==> src/hw/rtl/dtq_pkg.sv <==
// ----------------------------------------------------------------------------
// Deadline timer queue package
// Shared widths, operation and status codes, and the control word that the
// top level hands to every cell of the sorted timer chain.
// ----------------------------------------------------------------------------
package dtq_pkg;

    // Default sizes of the timer table and of the millisecond clock.
    localparam int DEF_TABLE_DEPTH = 16;
    localparam int DEF_TIME_BITS   = 48;

    // Fixed widths of the interface fields.
    localparam int OP_W     = 2;
    localparam int DELAY_W  = 31;
    localparam int OWNER_W  = 16;
    localparam int DATA_W   = 32;
    localparam int HANDLE_W = 48;
    localparam int STATUS_W = 3;

    // Upper bound on expiries emitted for one tick.
    localparam int MAX_RESULTS = 16;
    localparam int CNT_W       = $clog2(MAX_RESULTS);

    // Operation codes of an input item.
    typedef enum logic [OP_W-1:0] {
        OP_START = 2'd0,
        OP_STOP  = 2'd1,
        OP_TICK  = 2'd2,
        OP_NONE  = 2'd3
    } op_t;

    // Status codes of a result item.
    typedef enum logic [STATUS_W-1:0] {
        ST_STARTED   = 3'd0,
        ST_STOPPED   = 3'd1,
        ST_NOT_FOUND = 3'd2,
        ST_FIRED     = 3'd3,
        ST_FULL      = 3'd4
    } status_t;

    // What every cell does in a given cycle.
    typedef enum logic [1:0] {
        CELL_HOLD   = 2'd0,
        CELL_INSERT = 2'd1,
        CELL_REMOVE = 2'd2,
        CELL_POP    = 2'd3
    } cell_op_t;

    // Control word broadcast along the chain.
    typedef struct packed {
        cell_op_t op;
        logic     key_fits;
    } cell_ctrl_t;

    // Sequencer states of the top level.
    typedef enum logic [1:0] {
        S_IDLE = 2'd0,
        S_EXEC = 2'd1,
        S_POP  = 2'd2
    } state_t;

endpackage

==> src/hw/rtl/dtq_cell.sv <==
// ----------------------------------------------------------------------------
// Deadline timer queue cell
// One slot of the sorted timer chain. Each cell holds one entry and, on
// command, keeps it, takes the new entry, or takes its left or right
// neighbour's entry, so that the chain stays compact and in firing order.
// ----------------------------------------------------------------------------
module dtq_cell #(
    parameter int TIME_BITS = dtq_pkg::DEF_TIME_BITS
) (
    input  logic                                clk,
    input  logic                                rst_n,
    input  dtq_pkg::cell_ctrl_t                 ctrl,
    input  logic [TIME_BITS-1:0]                key_deadline,
    input  logic [dtq_pkg::OWNER_W-1:0]         key_owner,
    input  logic signed [dtq_pkg::DATA_W-1:0]   key_data,
    input  logic                                left_valid,
    input  logic [TIME_BITS-1:0]                left_deadline,
    input  logic [dtq_pkg::OWNER_W-1:0]         left_owner,
    input  logic signed [dtq_pkg::DATA_W-1:0]   left_data,
    input  logic                                left_keep,
    input  logic                                right_valid,
    input  logic [TIME_BITS-1:0]                right_deadline,
    input  logic [dtq_pkg::OWNER_W-1:0]         right_owner,
    input  logic signed [dtq_pkg::DATA_W-1:0]   right_data,
    input  logic                                seen_in,
    output logic                                valid,
    output logic [TIME_BITS-1:0]                deadline,
    output logic [dtq_pkg::OWNER_W-1:0]         owner,
    output logic signed [dtq_pkg::DATA_W-1:0]   data,
    output logic                                keep,
    output logic                                seen_out
);

    logic                              valid_reg, valid_next;
    logic [TIME_BITS-1:0]              deadline_reg, deadline_next;
    logic [dtq_pkg::OWNER_W-1:0]       owner_reg, owner_next;
    logic signed [dtq_pkg::DATA_W-1:0] data_reg, data_next;
    logic                              match;

    // An entry stays in place on insertion if it fires no later than the key.
    assign keep = valid_reg && (deadline_reg <= key_deadline);

    // A stop hits this entry if deadline and owner both match and the handle fits.
    assign match    = valid_reg && ctrl.key_fits && (deadline_reg == key_deadline)
                      && (owner_reg == key_owner);
    assign seen_out = seen_in | match;

    // Choose where this slot's next contents come from.
    always_comb
    begin
        valid_next    = valid_reg;
        deadline_next = deadline_reg;
        owner_next    = owner_reg;
        data_next     = data_reg;
        case (ctrl.op)
            dtq_pkg::CELL_INSERT:
            begin
                if (!keep) begin
                    if (left_keep) begin
                        valid_next    = 1'b1;
                        deadline_next = key_deadline;
                        owner_next    = key_owner;
                        data_next     = key_data;
                    end else begin
                        valid_next    = left_valid;
                        deadline_next = left_deadline;
                        owner_next    = left_owner;
                        data_next     = left_data;
                    end
                end
            end
            dtq_pkg::CELL_REMOVE:
            begin
                if (seen_out) begin
                    valid_next    = right_valid;
                    deadline_next = right_deadline;
                    owner_next    = right_owner;
                    data_next     = right_data;
                end
            end
            dtq_pkg::CELL_POP:
            begin
                valid_next    = right_valid;
                deadline_next = right_deadline;
                owner_next    = right_owner;
                data_next     = right_data;
            end
            default:
            begin
                valid_next = valid_reg;
            end
        endcase
    end

    // Valid bit is control state; the payload needs no reset.
    always_ff @(posedge clk or negedge rst_n)
    begin
        if (!rst_n) begin
            valid_reg <= 1'b0;
        end else begin
            valid_reg <= valid_next;
        end
    end

    always_ff @(posedge clk)
    begin
        deadline_reg <= deadline_next;
        owner_reg    <= owner_next;
        data_reg     <= data_next;
    end

    assign valid    = valid_reg;
    assign deadline = deadline_reg;
    assign owner    = owner_reg;
    assign data     = data_reg;

endmodule

==> config.mk <==
export PLATFORM = sky130hd
export DESIGN_NAME = dtq_cell
export DESIGN_NICKNAME = d
export VERILOG_FILES = /design/src/hw/rtl/dtq_pkg.sv /design/src/hw/rtl/dtq_cell.sv
export SDC_FILE = /design/constraint.sdc
export NUM_CORES = 1
export LEC_CHECK = 0
export BUFFER_PORTS_ARGS = -buffer_cell sky130_fd_sc_hd__buf_4
export CAP_MARGIN = 15
export CORE_AREA = 2 2 154 156
export DETAILED_ROUTE_END_ITERATION = 8
export DIE_AREA = 0 0 156 158
export PLACE_DENSITY_LB_ADDON = 0.15
export SLEW_MARGIN = 20
export SYNTH_ARGS = -nofsm -noshare
export SYNTH_HDL_FRONTEND = slang
export SYNTH_SLANG_ARGS = --single-unit
==> constraint.sdc <==
create_clock -name clk -period 19.9 [get_ports clk]
set_input_delay 0 -clock clk [delete_from_list [all_inputs] [get_ports clk]]
set_output_delay 0 -clock clk [all_outputs]
set_load 0.05 [all_outputs]
==> results.md <==
- Max-slew violation count: 0
- CP Capture Type: flip-flop
- Number of flip-flops in the largest register: 48
- Post-CTS Hold Fix Bufs: 99
- Routed Antenna Nets: 0
- # DRC: 0
- Antenna violations before repair: 0
- H-tree Lvls: 3
- Largest area contributor in the netlist: edfxtp_1
- CP arrival: 3.18 ns
- Routed len/inst: 16.9 um
- Post-route cell area: 0.0109 mm2
- Final net count: 1445
- Die Ht: 158 um
- Largest net degree at the start of global routing: 84
- Top-area cell type share of the netlist area: 0.454
- Cell count after synthesis: 622
- Tmin final: 3.21 ns
- Synth Area in Adders: 0.0946
- Final hold vios: 0
- Core area: 0.0231 mm2
- Port Buffers: 395
- Final worst slack: 16.69 ns
- Root buf cell: clkbuf_16
- DRT iter0 DRCs: 322
- # IOs: 396
- Mapped Area: 0.00635 mm2
- Synth Area in Compound Gates: 0.121
- Filler cells: 2235
- Main combinational cell family by area after synthesis: multiplexers
- Clk slew on worst S/H paths: 0.07 ns
- Synth warn: 0
- Sw Share: 0.364
- Die Area: 0.0246 mm2
- GRT overflow: 0
- Layout overhead on the synthesized area: 71.2%
- Multiplexer share of the synthesized area: 0.151
- Startpoint Class: flip-flop
- Asr flop ratio synth: 0.0103
- Max frequency: 0.312 GHz
- Worst skew pair latency: 0.35 ns
- Register bit total from synthesis: 97
- CTS resizes: 0
- Post-synth EDFFs: 96
- Status: finished clean
- CTS buffer count: 9
- Cell Pwr Density: 66.1 mW/mm2
- CP required: 19.87 ns
- Detailed placer's ending HPWL: 18.2 mm
- CTS tree: built
- Crit Path Max Fanout: 54
- Final wirelength: 23.6 mm
- Gr usage total: 0.184
- Max-slew headroom: 0.456
- Layout Skew: 0.0102 ns
- Top post-synthesis cells by area: edfxtp_1, mux2i_1, ha_1
- Post-CTS setup buffers: 0
- First-pass GRT wire length: 34.7 mm
- Worst-Margin Slew: 0.816 ns
- Rows: 56
- Pre-CTS WS: 16.61 ns
- Sequential area share after synthesis: 0.458
- Drt via density: 4.56
- Clock Tree Buf Depth: 2
- Die Wd: 156 um
- Net Count, Synth: 967
- Avg Cell Area, Syn: 10.2 um2
- Total Power Consumption: 0.000718 W
- Kind of critical path: reg -> reg
- Logic pwr share: 0.394
- Clock share of power: 0.231
- Vias in the first global route: 6417
- RSZ-0062 raised after global routing: false
- Distinct cells, synth: 37
- Share of post-route cells with drive strength above 1: 0.382
- Worst VDD drop: 0.0377 mV
- Total negative setup slack: 0 ns
- Flop pwr share: 0.375
- Psw: 0.000262 W
- Tcrit/Tclk final: 0.161
- Initial core utilization: 0.275
- Final setup fails: 0
- GP Congestion: 0.788
- Leak: 5.23 nW
- Max_cap viols: 0
- Post-Place Cell Area: 0.00959 mm2
- Final Util: 0.471
- Routed vias: 6361
- Internal power: 0.000457 W
- XOR/XNOR Fraction of Synth Area: 0.0221
- Main synth FF type: edfxtp_1
- Hold/Removal Path Class: in -> reg
- Pre-Repair DR Iteration Count: 4
- CTS sink cnt: 97
- Post-synthesis simple-gate area fraction: 0.102
## synth_stat cells (2+ instances only)
cell type,instances
a211oi_1,2
nand3_1,5
edfxtp_1,96
o21ai_0,99
nor4_1,5
nor2b_1,2
a211o_1,2
buf_1,4
ha_1,48
nor2_1,5
o21a_1,2
o211ai_1,4
clkbuf_1,24
a21oi_1,23
xnor2_1,4
nand4_1,11
a21o_1,2
nand2_1,107
mux2i_1,96
xor2_1,12
inv_1,50
buf_2,4
## cells in the final DEF (no fill, tap or decap), drive strengths merged, types with 5 or more instances in the layout
cell type,n
nand2,107
inv,50
clkinv,6
o21ai,99
dlygate4sd3,100
clkbuf,9
edfxtp,96
nand4,13
ha,48
buf,400
nor4,7
mux2i,96
nand3,5
nor2,5
a21oi,23
xor2,12
## per-stage QoR
stage | std cells | hold slack (ns)
2_1_floorplan | 622 | -0.296
3_3_place_gp | 1279 | -0.223
3_5_place_dp | 1279 | -0.223
4_1_cts | 1394 | 0.000429
5_1_grt | 1395 | 0.00290
6_report | 1396 | 0.00231
## cell families (layout without fill, tap and decap cells)
group           count (synthesis)  count (layout)
simple gates                  142             142
buf+inv                        83             566
xor+xnor                       16              16
compound gates                140             140
mux                            96              96
other cells                     0               1
flops                          97              97
fa+ha+maj                      48              48
## area by class of cell
type	count	area (um2)	area share
diodes	1	2.50	0.000230
clock buffers	9	225	0.0207
clock inverters	7	47.5	0.00438
inverters	50	188	0.0173
multi-input cells	442	3120	0.287
flip-flops and latches	97	2910	0.268
well taps	290	363	0.0334
repair buffers	500	4010	0.369
## power by group through the flow
stage | registers, W | logic (W) | clock network, W
after floorplan | 0.000360 | 0.0000724 | 0
after global placement | 0.000273 | 0.000270 | 0
after detailed placement | 0.000274 | 0.000270 | 0
after CTS | 0.000270 | 0.000287 | 0.000172
after global routing | 0.000273 | 0.000305 | 0.000179
final | 0.000270 | 0.000283 | 0.000166
## critical path, stage by stage, from the launching register on
cell and delay (ns):
edfxtp_1 0.39, ha_1 0.34, nand4_2 0.15, nor4_2 0.42
nand3_1 0.17, o41ai_2 0.40, a21oi_1 0.20, nor2_4 0.13
buf_4 0.59
## final timing paths
path | slack, ns | cells past startpoint | startpoint | endpoint
max in group asynchronous | 19.27 | 3 | rst_n | valid
min reg2reg | 0.67 | 1 | valid | valid
max reg2reg | 16.69 | 8 | deadline[15] | owner[15]
min | 0.002 | 3 | right_deadline[19] | deadline[19]
min in group asynchronous | 0.53 | 3 | rst_n | valid
max | 16.69 | 8 | deadline[15] | owner[15]
## per-layer routing
metal	GRT usage	wire length, um	vias up
met1	0.202	8930	2877
li1	-	-	3208
met4	0.0599	439	0
met5	0	0	-
met3	0.0621	2120	24
met2	0.335	12100	252
Power figures use the tool's default switching activity.
